File: config.mk
export PLATFORM = sky130hd
export DESIGN_NAME = obstacle_avoidance_sequencer
export DESIGN_NICKNAME = d
export VERILOG_FILES = /design/src/hdl/oas_pkg.sv /design/src/hdl/oas_in_stage.sv /design/src/hdl/oas_core.sv /design/src/hdl/obstacle_avoidance_sequencer.sv
export SDC_FILE = /design/constraint.sdc
export NUM_CORES = 1
export LEC_CHECK = 0
export ABC_AREA = 0
export BUFFER_PORTS_ARGS = -buffer_cell sky130_fd_sc_hd__buf_4
export CORE_MARGIN = 2
export CORE_UTILIZATION = 65
export CTS_BUF_LIST = sky130_fd_sc_hd__clkbuf_8
export DETAILED_ROUTE_END_ITERATION = 6
export PLACE_DENSITY = 0.85
export RECOVER_POWER = 25
export SETUP_SLACK_MARGIN = 0.2
export SLEW_MARGIN = 10
export SYNTH_ARGS = -nofsm -noshare
export SYNTH_HDL_FRONTEND = slang
export SYNTH_SLANG_ARGS = --single-unit
File: constraint.sdc
create_clock -name aclk -period 15.83 [get_ports aclk]
set_input_delay 1.583 -clock aclk [delete_from_list [all_inputs] [get_ports aclk]]
set_output_delay 1.583 -clock aclk [all_outputs]
set_load 0.03 [all_outputs]
File: src/hdl/oas_pkg.sv
// Shared types, codes and constants for the obstacle avoidance sequencer.
`timescale 1ns / 1ps
`default_nettype none

package oas_pkg;

    localparam logic [15:0] ECHO_TIMEOUT_US = 16'd30000;
    localparam logic [9:0]  NO_ECHO_CM      = 10'd999;

    // floor(us * 17 / 1000) is exact as (us * DIST_MULT) >> DIST_SHIFT for 15-bit us.
    localparam logic [19:0] DIST_MULT  = 20'd570426;
    localparam int          DIST_SHIFT = 25;

    localparam logic OP_TICK = 1'b0;
    localparam logic OP_ECHO = 1'b1;

    localparam logic [1:0] REG_FORWARD_DUTY = 2'd0;
    localparam logic [1:0] REG_TURN_DUTY    = 2'd1;
    localparam logic [1:0] REG_OBSTACLE_CM  = 2'd2;

    typedef enum logic [2:0] {
        MODE_STOP  = 3'd0,
        MODE_FWD   = 3'd1,
        MODE_LEFT  = 3'd3,
        MODE_RIGHT = 3'd4,
        MODE_BACK  = 3'd5
    } drive_mode_t;

    localparam logic [2:0] ACT_SCAN    = 3'd0;
    localparam logic [2:0] ACT_STOPPED = 3'd2;

    localparam logic [1:0] DIR_OFF  = 2'd0;
    localparam logic [1:0] DIR_FWD  = 2'd1;
    localparam logic [1:0] DIR_BACK = 2'd2;

    typedef struct packed {
        logic [9:0] distance;
        logic       op;
    } event_t;

    typedef struct packed {
        logic       we;
        logic [1:0] index;
        logic [9:0] data;
    } cfg_write_t;

    typedef struct packed {
        logic [2:0] action;
        logic [9:0] distance_cm;
        logic       measure_request;
        logic [7:0] right_duty;
        logic [7:0] left_duty;
        logic [1:0] right_direction;
        logic [1:0] left_direction;
        logic [7:0] servo_angle;
    } result_t;

endpackage

`default_nettype wire

File: src/hdl/oas_in_stage.sv
// Input register stage: holds one word and its echo time converted to centimetres.
`timescale 1ns / 1ps
`default_nettype none

module oas_in_stage
    import oas_pkg::*;
(
    input  wire logic        aclk,
    input  wire logic        aresetn,
    input  wire logic        s_tvalid,
    output logic             s_tready,
    input  wire logic        s_op,
    input  wire logic [14:0] s_echo_us,
    input  wire logic        take,
    output logic             ev_valid,
    output event_t           ev
);

    logic        valid_reg;
    logic        valid_next;
    event_t      ev_reg;
    logic [34:0] product;
    logic [9:0]  echo_cm;

    assign product = {20'd0, s_echo_us} * {15'd0, DIST_MULT};

    always_comb begin
        if (s_echo_us == 15'd0 || {1'b0, s_echo_us} > ECHO_TIMEOUT_US) begin
            echo_cm = NO_ECHO_CM;
        end else begin
            echo_cm = product[DIST_SHIFT +: 10];
        end
    end

    assign s_tready = !valid_reg || take;

    always_comb begin
        valid_next = valid_reg;
        if (s_tvalid && s_tready) begin
            valid_next = 1'b1;
        end else if (take) begin
            valid_next = 1'b0;
        end
    end

    always_ff @(posedge aclk) begin
        if (!aresetn) begin
            valid_reg <= 1'b0;
        end else begin
            valid_reg <= valid_next;
        end
        if (s_tvalid && s_tready) begin
            ev_reg.op       <= s_op;
            ev_reg.distance <= echo_cm;
        end
    end

    assign ev_valid = valid_reg;
    assign ev       = ev_reg;

endmodule

`default_nettype wire

File: src/hdl/oas_core.sv
// Sequencer state, configuration registers and the result register.
`timescale 1ns / 1ps
`default_nettype none

module oas_core
    import oas_pkg::*;
(
    input  wire logic       aclk,
    input  wire logic       aresetn,
    input  wire cfg_write_t cfg,
    input  wire logic       fire,
    input  wire event_t     ev,
    input  wire logic       m_tready,
    output logic            m_tvalid,
    output result_t         result
);

    typedef enum logic [3:0] {
        PH_FRONT_WAIT   = 4'd0,
        PH_FRONT_MEAS   = 4'd1,
        PH_STOP_WAIT    = 4'd2,
        PH_SWEEP_LEFT   = 4'd3,
        PH_LEFT_WAIT    = 4'd4,
        PH_LEFT_MEAS    = 4'd5,
        PH_SWEEP_RIGHT  = 4'd6,
        PH_RIGHT_WAIT   = 4'd7,
        PH_RIGHT_MEAS   = 4'd8,
        PH_SWEEP_CENTER = 4'd9,
        PH_CENTER_WAIT  = 4'd10,
        PH_BACK         = 4'd11,
        PH_BACK_STOP    = 4'd12,
        PH_SPIN         = 4'd13,
        PH_TURN         = 4'd14,
        PH_PAUSE        = 4'd15
    } phase_t;

    logic [7:0]  forward_duty_reg;
    logic [7:0]  turn_duty_reg;
    logic [9:0]  obstacle_cm_reg;

    phase_t      phase_reg, phase_next;
    logic [9:0]  wait_reg, wait_next;
    logic [7:0]  servo_reg, servo_next;
    logic [9:0]  lclr_reg, lclr_next;
    logic [9:0]  rclr_reg, rclr_next;
    logic [9:0]  dist_reg, dist_next;
    drive_mode_t mode_reg, mode_next;
    logic [7:0]  duty_reg, duty_next;
    logic        m_valid_reg, m_valid_next;
    result_t     result_reg, result_next;
    logic        measuring;
    logic        measuring_next;
    logic        scanning_next;

    always_ff @(posedge aclk) begin
        if (!aresetn) begin
            forward_duty_reg <= 8'd180;
            turn_duty_reg    <= 8'd200;
            obstacle_cm_reg  <= 10'd20;
        end else if (cfg.we) begin
            case (cfg.index)
                REG_FORWARD_DUTY: forward_duty_reg <= cfg.data[7:0];
                REG_TURN_DUTY:    turn_duty_reg    <= cfg.data[7:0];
                REG_OBSTACLE_CM:  obstacle_cm_reg  <= cfg.data;
                default: ;
            endcase
        end
    end

    assign measuring = (phase_reg == PH_FRONT_MEAS) || (phase_reg == PH_LEFT_MEAS)
                    || (phase_reg == PH_RIGHT_MEAS);

    always_comb begin
        phase_next = phase_reg;
        wait_next  = wait_reg;
        servo_next = servo_reg;
        lclr_next  = lclr_reg;
        rclr_next  = rclr_reg;
        dist_next  = dist_reg;
        mode_next  = mode_reg;
        duty_next  = duty_reg;
        if (ev.op == OP_TICK) begin
            if (!measuring) begin
                if (wait_reg <= 10'd1) begin
                    wait_next = 10'd0;
                    case (phase_reg)
                        PH_FRONT_WAIT: begin
                            phase_next = PH_FRONT_MEAS;
                        end
                        PH_STOP_WAIT: begin
                            servo_next = 8'd90;
                            phase_next = PH_SWEEP_LEFT;
                            wait_next  = 10'd25;
                        end
                        PH_SWEEP_LEFT: begin
                            if (servo_reg >= 8'd150) begin
                                phase_next = PH_LEFT_WAIT;
                                wait_next  = 10'd300;
                            end else begin
                                servo_next = servo_reg + 8'd5;
                                wait_next  = 10'd25;
                            end
                        end
                        PH_LEFT_WAIT: begin
                            phase_next = PH_LEFT_MEAS;
                        end
                        PH_SWEEP_RIGHT: begin
                            if (servo_reg <= 8'd30) begin
                                phase_next = PH_RIGHT_WAIT;
                                wait_next  = 10'd300;
                            end else begin
                                servo_next = servo_reg - 8'd5;
                                wait_next  = 10'd25;
                            end
                        end
                        PH_RIGHT_WAIT: begin
                            phase_next = PH_RIGHT_MEAS;
                        end
                        PH_SWEEP_CENTER: begin
                            if (servo_reg >= 8'd90) begin
                                phase_next = PH_CENTER_WAIT;
                                wait_next  = 10'd200;
                            end else begin
                                servo_next = servo_reg + 8'd5;
                                wait_next  = 10'd25;
                            end
                        end
                        PH_CENTER_WAIT: begin
                            if (lclr_reg < obstacle_cm_reg && rclr_reg < obstacle_cm_reg) begin
                                mode_next  = MODE_BACK;
                                duty_next  = forward_duty_reg;
                                phase_next = PH_BACK;
                            end else if (lclr_reg > rclr_reg) begin
                                mode_next  = MODE_LEFT;
                                duty_next  = turn_duty_reg;
                                phase_next = PH_TURN;
                            end else begin
                                mode_next  = MODE_RIGHT;
                                duty_next  = turn_duty_reg;
                                phase_next = PH_TURN;
                            end
                            wait_next = 10'd700;
                        end
                        PH_BACK: begin
                            mode_next  = MODE_STOP;
                            duty_next  = 8'd0;
                            phase_next = PH_BACK_STOP;
                            wait_next  = 10'd300;
                        end
                        PH_BACK_STOP: begin
                            mode_next  = MODE_RIGHT;
                            duty_next  = turn_duty_reg;
                            phase_next = PH_SPIN;
                            wait_next  = 10'd900;
                        end
                        PH_SPIN, PH_TURN: begin
                            mode_next  = MODE_STOP;
                            duty_next  = 8'd0;
                            phase_next = PH_PAUSE;
                            wait_next  = 10'd100;
                        end
                        PH_PAUSE: begin
                            servo_next = 8'd90;
                            phase_next = PH_FRONT_WAIT;
                            wait_next  = 10'd250;
                        end
                        default: ;
                    endcase
                end else begin
                    wait_next = wait_reg - 10'd1;
                end
            end
        end else if (measuring) begin
            dist_next = ev.distance;
            case (phase_reg)
                PH_FRONT_MEAS: begin
                    if (ev.distance > obstacle_cm_reg) begin
                        mode_next  = MODE_FWD;
                        duty_next  = forward_duty_reg;
                        phase_next = PH_PAUSE;
                        wait_next  = 10'd100;
                    end else begin
                        mode_next  = MODE_STOP;
                        duty_next  = 8'd0;
                        phase_next = PH_STOP_WAIT;
                        wait_next  = 10'd400;
                    end
                end
                PH_LEFT_MEAS: begin
                    lclr_next  = ev.distance;
                    servo_next = 8'd150;
                    phase_next = PH_SWEEP_RIGHT;
                    wait_next  = 10'd25;
                end
                default: begin
                    rclr_next  = ev.distance;
                    servo_next = 8'd30;
                    phase_next = PH_SWEEP_CENTER;
                    wait_next  = 10'd25;
                end
            endcase
        end
    end

    assign measuring_next = (phase_next == PH_FRONT_MEAS) || (phase_next == PH_LEFT_MEAS)
                         || (phase_next == PH_RIGHT_MEAS);
    assign scanning_next  = (phase_next <= PH_CENTER_WAIT) && (phase_next != PH_STOP_WAIT);

    always_comb begin
        result_next                 = '0;
        result_next.servo_angle     = servo_next;
        result_next.left_duty       = duty_next;
        result_next.right_duty      = duty_next;
        result_next.measure_request = measuring_next;
        result_next.distance_cm     = dist_next;
        case (mode_next)
            MODE_FWD: begin
                result_next.left_direction  = DIR_FWD;
                result_next.right_direction = DIR_FWD;
            end
            MODE_BACK: begin
                result_next.left_direction  = DIR_BACK;
                result_next.right_direction = DIR_BACK;
            end
            MODE_LEFT: begin
                result_next.left_direction  = DIR_FWD;
                result_next.right_direction = DIR_BACK;
            end
            MODE_RIGHT: begin
                result_next.left_direction  = DIR_BACK;
                result_next.right_direction = DIR_FWD;
            end
            default: begin
                result_next.left_direction  = DIR_OFF;
                result_next.right_direction = DIR_OFF;
            end
        endcase
        if (mode_next != MODE_STOP) begin
            result_next.action = mode_next;
        end else begin
            result_next.action = scanning_next ? ACT_SCAN : ACT_STOPPED;
        end
    end

    always_comb begin
        m_valid_next = m_valid_reg;
        if (fire) begin
            m_valid_next = 1'b1;
        end else if (m_tready) begin
            m_valid_next = 1'b0;
        end
    end

    always_ff @(posedge aclk) begin
        if (!aresetn) begin
            phase_reg   <= PH_FRONT_WAIT;
            wait_reg    <= 10'd250;
            servo_reg   <= 8'd90;
            lclr_reg    <= 10'd0;
            rclr_reg    <= 10'd0;
            dist_reg    <= 10'd0;
            mode_reg    <= MODE_STOP;
            duty_reg    <= 8'd0;
            m_valid_reg <= 1'b0;
        end else begin
            m_valid_reg <= m_valid_next;
            if (fire) begin
                phase_reg <= phase_next;
                wait_reg  <= wait_next;
                servo_reg <= servo_next;
                lclr_reg  <= lclr_next;
                rclr_reg  <= rclr_next;
                dist_reg  <= dist_next;
                mode_reg  <= mode_next;
                duty_reg  <= duty_next;
            end
        end
        if (fire) begin
            result_reg <= result_next;
        end
    end

    assign m_tvalid = m_valid_reg;
    assign result   = result_reg;

endmodule

`default_nettype wire

File: src/hdl/obstacle_avoidance_sequencer.sv
// Top level of the obstacle avoidance sequencer: handshake and stage wiring.
//
//   Channel  Handshake          Payload
//   input    s_tvalid/s_tready  s_tuser: operation; s_tdata: echo_us
//   result   m_tvalid/m_tready  m_tdata: one result word per input word
//   config   cfg_we             cfg_index, cfg_wdata
//
// A word is accepted every cycle while s_tready is high; it passes from the input register
// through the state update into the result register, from which its result is presented.
// Reset is synchronous and active low and returns the sequencer to the front wait.
// When the result register is held by a low m_tready, the input register still
// takes one more word if it is empty, after which s_tready falls until the result is taken.
`timescale 1ns / 1ps
`default_nettype none

module obstacle_avoidance_sequencer
    import oas_pkg::*;
(
    input  wire logic        aclk,
    input  wire logic        aresetn,
    input  wire logic        s_tvalid,
    output logic             s_tready,
    input  wire logic [15:0] s_tdata,   // [14:0] echo_us, [15] zero
    input  wire logic        s_tuser,   // [0] operation
    output logic             m_tvalid,
    input  wire logic        m_tready,
    output logic [47:0]      m_tdata,   // [7:0] servo_angle, [9:8] left_direction,
                                        // [11:10] right_direction, [19:12] left_duty,
                                        // [27:20] right_duty, [28] measure_request,
                                        // [38:29] distance_cm, [41:39] action, [47:42] zero
    input  wire logic        cfg_we,
    input  wire logic [1:0]  cfg_index,
    input  wire logic [9:0]  cfg_wdata
);

    logic       out_free;
    logic       ev_valid;
    logic       fire;
    event_t     ev;
    cfg_write_t cfg;
    result_t    result;

    assign out_free = !m_tvalid || m_tready;
    assign fire     = ev_valid && out_free;

    assign cfg.we    = cfg_we;
    assign cfg.index = cfg_index;
    assign cfg.data  = cfg_wdata;

    oas_in_stage u_in_stage (
        .aclk      (aclk),
        .aresetn   (aresetn),
        .s_tvalid  (s_tvalid),
        .s_tready  (s_tready),
        .s_op      (s_tuser),
        .s_echo_us (s_tdata[14:0]),
        .take      (out_free),
        .ev_valid  (ev_valid),
        .ev        (ev)
    );

    oas_core u_core (
        .aclk     (aclk),
        .aresetn  (aresetn),
        .cfg      (cfg),
        .fire     (fire),
        .ev       (ev),
        .m_tready (m_tready),
        .m_tvalid (m_tvalid),
        .result   (result)
    );

    assign m_tdata = {6'd0, result};

endmodule

`default_nettype wire

==> results.py <==
metrics = {
    "detailed_routing": {
        "final_antenna_net_count": 0,
        "top_layer_used": "met4",
        "drt_wl_total_mm": 27.17,
        "wl_met2_mm": 13.81,
        "met1_length_mm": 11.27,
        "dr.pass1.iters": 6,
        "route.detailed.drc": 0,
        "drtIter0Drc": 807,
        "via_per_inst": 6.030,
        "vias": 9498,
        "wl_per_cell_um": 17.25,
        "route.met3.wl_mm": 1.373,
    },
    "setup_path": {
        "critical_path_required_ns": 16.01,
        "cp_max_fo": 7,
        "rr_worst_depth": 9,
        "crit_start": "s_tdata[9]",
        "start_kind": "primary input",
        "critical_path_class": "in -> reg",
        "end_kind": "flop",
        "crit_arrival_ns": 7.20,
        "timing.rr.start": "u_in_stage.ev[4]",
    },
    "synthesis": {
        "netlist-cell-type-count": 73,
        "seq_area_frac_synth_pct": 26.25,
        "yosys_warnings": 0,
        "ys_async_sr_fraction_pct": 0,
        "synth-seq-cells": 136,
        "synthFlopType": "dfxtp_1",
        "yosysMostFrequentCell": "ha_1",
        "synthCells": 1297,
        "synth.area.top_cells": "ha_1, dfxtp_1, fa_1",
        "synth_top_area_share_pct": 20.18,
        "synth_commonest_cells": "ha_1, inv_1, dfxtp_1, nand2_1, nor2_1",
        "netlist_area_mm2": 0.01209,
        "synth.avg_cell_area_um2": 9.320,
        "synth_top_area_cell": "ha_1",
        "synth_edf_count": 45,
    },
    "job": {
        "maxCapViolCount": 1,
    },
    "hold_path": {
        "worstHoldStart": "u_core.turn_duty_reg[6]",
        "min_path_type": "reg -> reg",
        "min_path_cells": 2,
    },
    "placement": {
        "io_buffer_count": 76,
        "post-place-ws_ns": 8.340,
        "gp_congestion": 0.9423,
        "dp_hpwl_mm": 20.52,
    },
    "timing": {
        "rsz0062_at_grt": "no",
        "final_max_slew_viol_count": 93,
        "clock.fmax_mhz": 142.5,
        "worst_hold_slack_ns": 0.4950,
        "setup_tns_ns": 0,
        "fin_ws_ns": 8.811,
        "period_minus_slack_ns": 7.019,
        "setup_viol": 0,
        "slew-limit-headroom_pct": -124.3,
        "worst_slew_pin_slew_ns": 3.365,
        "min_period_over_period_pct": 44.34,
        "clock_skew_ns": 0.01210,
        "finalHoldViolations": 0,
    },
    "cts": {
        "clk_latency_ns": 0.45,
        "htree_levels": 4,
        "cts_buffers": 17,
        "postCtsSetupRepairBufs": 0,
        "cts_root_buffer": "clkbuf_8",
        "ctsResizeCount": 0,
        "cts.path.max_buffers": 2,
        "cts_hold_buf": 0,
        "clock_sinks": 136,
        "tritoncts": "built",
        "clkSlewWorstSetupHoldPaths_ns": 0.09,
    },
    "grt": {
        "gr-total-overflow": 0,
        "grt_max_degree": 93,
        "grt_usage_pct": 28.36,
        "grt_pass1_wl_mm": 45.43,
        "grt_pass1_vias": 9451,
        "antenna_found_initial": 0,
    },
    "power": {
        "total_power_mw": 1.388,
        "p_leak_nw": 6.110,
        "ir_worst_vdd_v": 0.00008874,
        "p_per_area_mw_per_mm2": 106.7,
    },
    "layout": {
        "nets": 1633,
        "fillers": 1372,
        "area_delta_synth_final_pct": 7.587,
        "antennaDiodeCount": 0,
        "drive_gt1_share_pct": 8.841,
        "largest_reg_flops": 34,
    },
    "die": {
        "fp.dieArea_mm2": 0.01970,
        "core_area_mm2": 0.01809,
        "die_w_um": 140.4,
        "io_pins": 84,
        "row_count": 49,
        "start_util_pct": 66.84,
        "die_h_um": 140.4,
    },
    "status": {
        "violations": "max-capacitance violations, max-slew violations",
        "status": "finished, violations left",
    },
}
==> final timing paths <==
| path | end | slack [ns] |
|---|---|---|
| worst min-delay path | u_core.turn_duty_reg[6] | 0.49 |
| worst max register to register | u_core.result[28] | 11.99 |
| worst max-delay path | u_in_stage.ev[10] | 8.81 |
| worst min register to register | u_core.turn_duty_reg[6] | 0.49 |
==> area by class of cell <==
class | count | area (um^2) | share of cell area (%)
Tap cell | 229 | 286.5 | 2.203
Multi-Input combinational cell | 933 | 7996 | 61.49
Clock inverter | 14 | 130.1 | 1.001
Timing Repair Buffer | 84 | 566.8 | 4.358
Sequential cell | 136 | 3173 | 24.40
Clock buffer | 18 | 247.7 | 1.905
Inverter | 161 | 604.3 | 4.647
==> per-stage QoR <==
stage	area (um^2)	util (%)	instances
final	13010	71.91	1575
after global routing	13010	71.91	1575
after CTS	13070	72.26	1575
after detailed placement	12690	70.17	1543
after global placement	12690	70.17	1543
after floorplan	12110	-	1302
==> report_power, final <==
part	switching, mW	internal (mW)	leakage, nW	total [mW]
clock network	0.158	0.120	0.189	0.278
logic	0.394	0.294	4.75	0.688
registers	0.0273	0.395	1.17	0.423
total	0.579	0.809	6.11	1.39
==> cell usage in the layout (no fill, tap or decap), types with 5 or more instances in the layout <==
cell,Yosys,layout
a211oi_1,7,7
a21o_1,14,14
a21oi_1,50,50
a22oi_1,9,9
a31oi_1,8,8
a32o_1,9,9
a32oi_1,11,11
and2_1,11,10
and3_1,6,6
and4_1,5,5
buf_4,14,65
clkbuf_1,47,17
clkbuf_8,0,18
conb_1,1,6
dfxtp_1,91,91
edfxtp_1,45,45
fa_1,71,71
ha_1,195,195
inv_1,161,160
mux2_2,9,9
mux2i_1,44,44
nand2_1,91,91
nand2b_1,15,15
nand3_1,25,25
nand4_1,9,9
nor2_1,77,77
nor2b_1,49,49
nor3_1,13,13
nor3b_1,16,16
o211ai_1,6,6
o21a_1,11,11
o21ai_0,67,67
o311ai_0,6,6
xnor2_1,8,8
xor2_1,11,11
==> routing by layer <==
layer  up-vias  global-route usage, %
li1       4574                      -
met1      4529                  35.49
met2       341                  50.72
met3        54                  3.487
met4         0                  9.782
met5         -                      0
==> cells by family (layout without fill, tap and decap cells) <==
group / after synthesis / in the layout / synth area share (%)
other: 1 / 6 / 0.03102
AOI/OAI and AO/OA: 250 / 250 / 13.84
adders and majority gates: 266 / 266 / 31.94
DFF: 136 / 136 / 26.25
and+or+nand+nor: 339 / 339 / 14.33
muxes: 53 / 53 / 4.482
xor gates and xnor gates: 19 / 19 / 1.377
buffers and inverters: 233 / 277 / 7.753
==> critical path, stage by stage <==
cell      delay, ns
buf_4          0.16
inv_1          0.11
fa_1           0.54
inv_1          0.04
ha_1           0.26
inv_1          0.05
fa_1           0.47
inv_1          0.07
fa_1           0.51
fa_1           0.54
inv_1          0.06
fa_1           0.53
inv_1          0.04
ha_1           0.30
nand4_1        0.13
a21oi_1        0.05
a211oi_1       0.42
o211ai_1       0.24
a32oi_1        0.33
a21oi_1        0.18
o41ai_1        0.34
xor2_1         0.18
nand2_1        0.06
No activity file was read; power rests on OpenSTA's default activity.
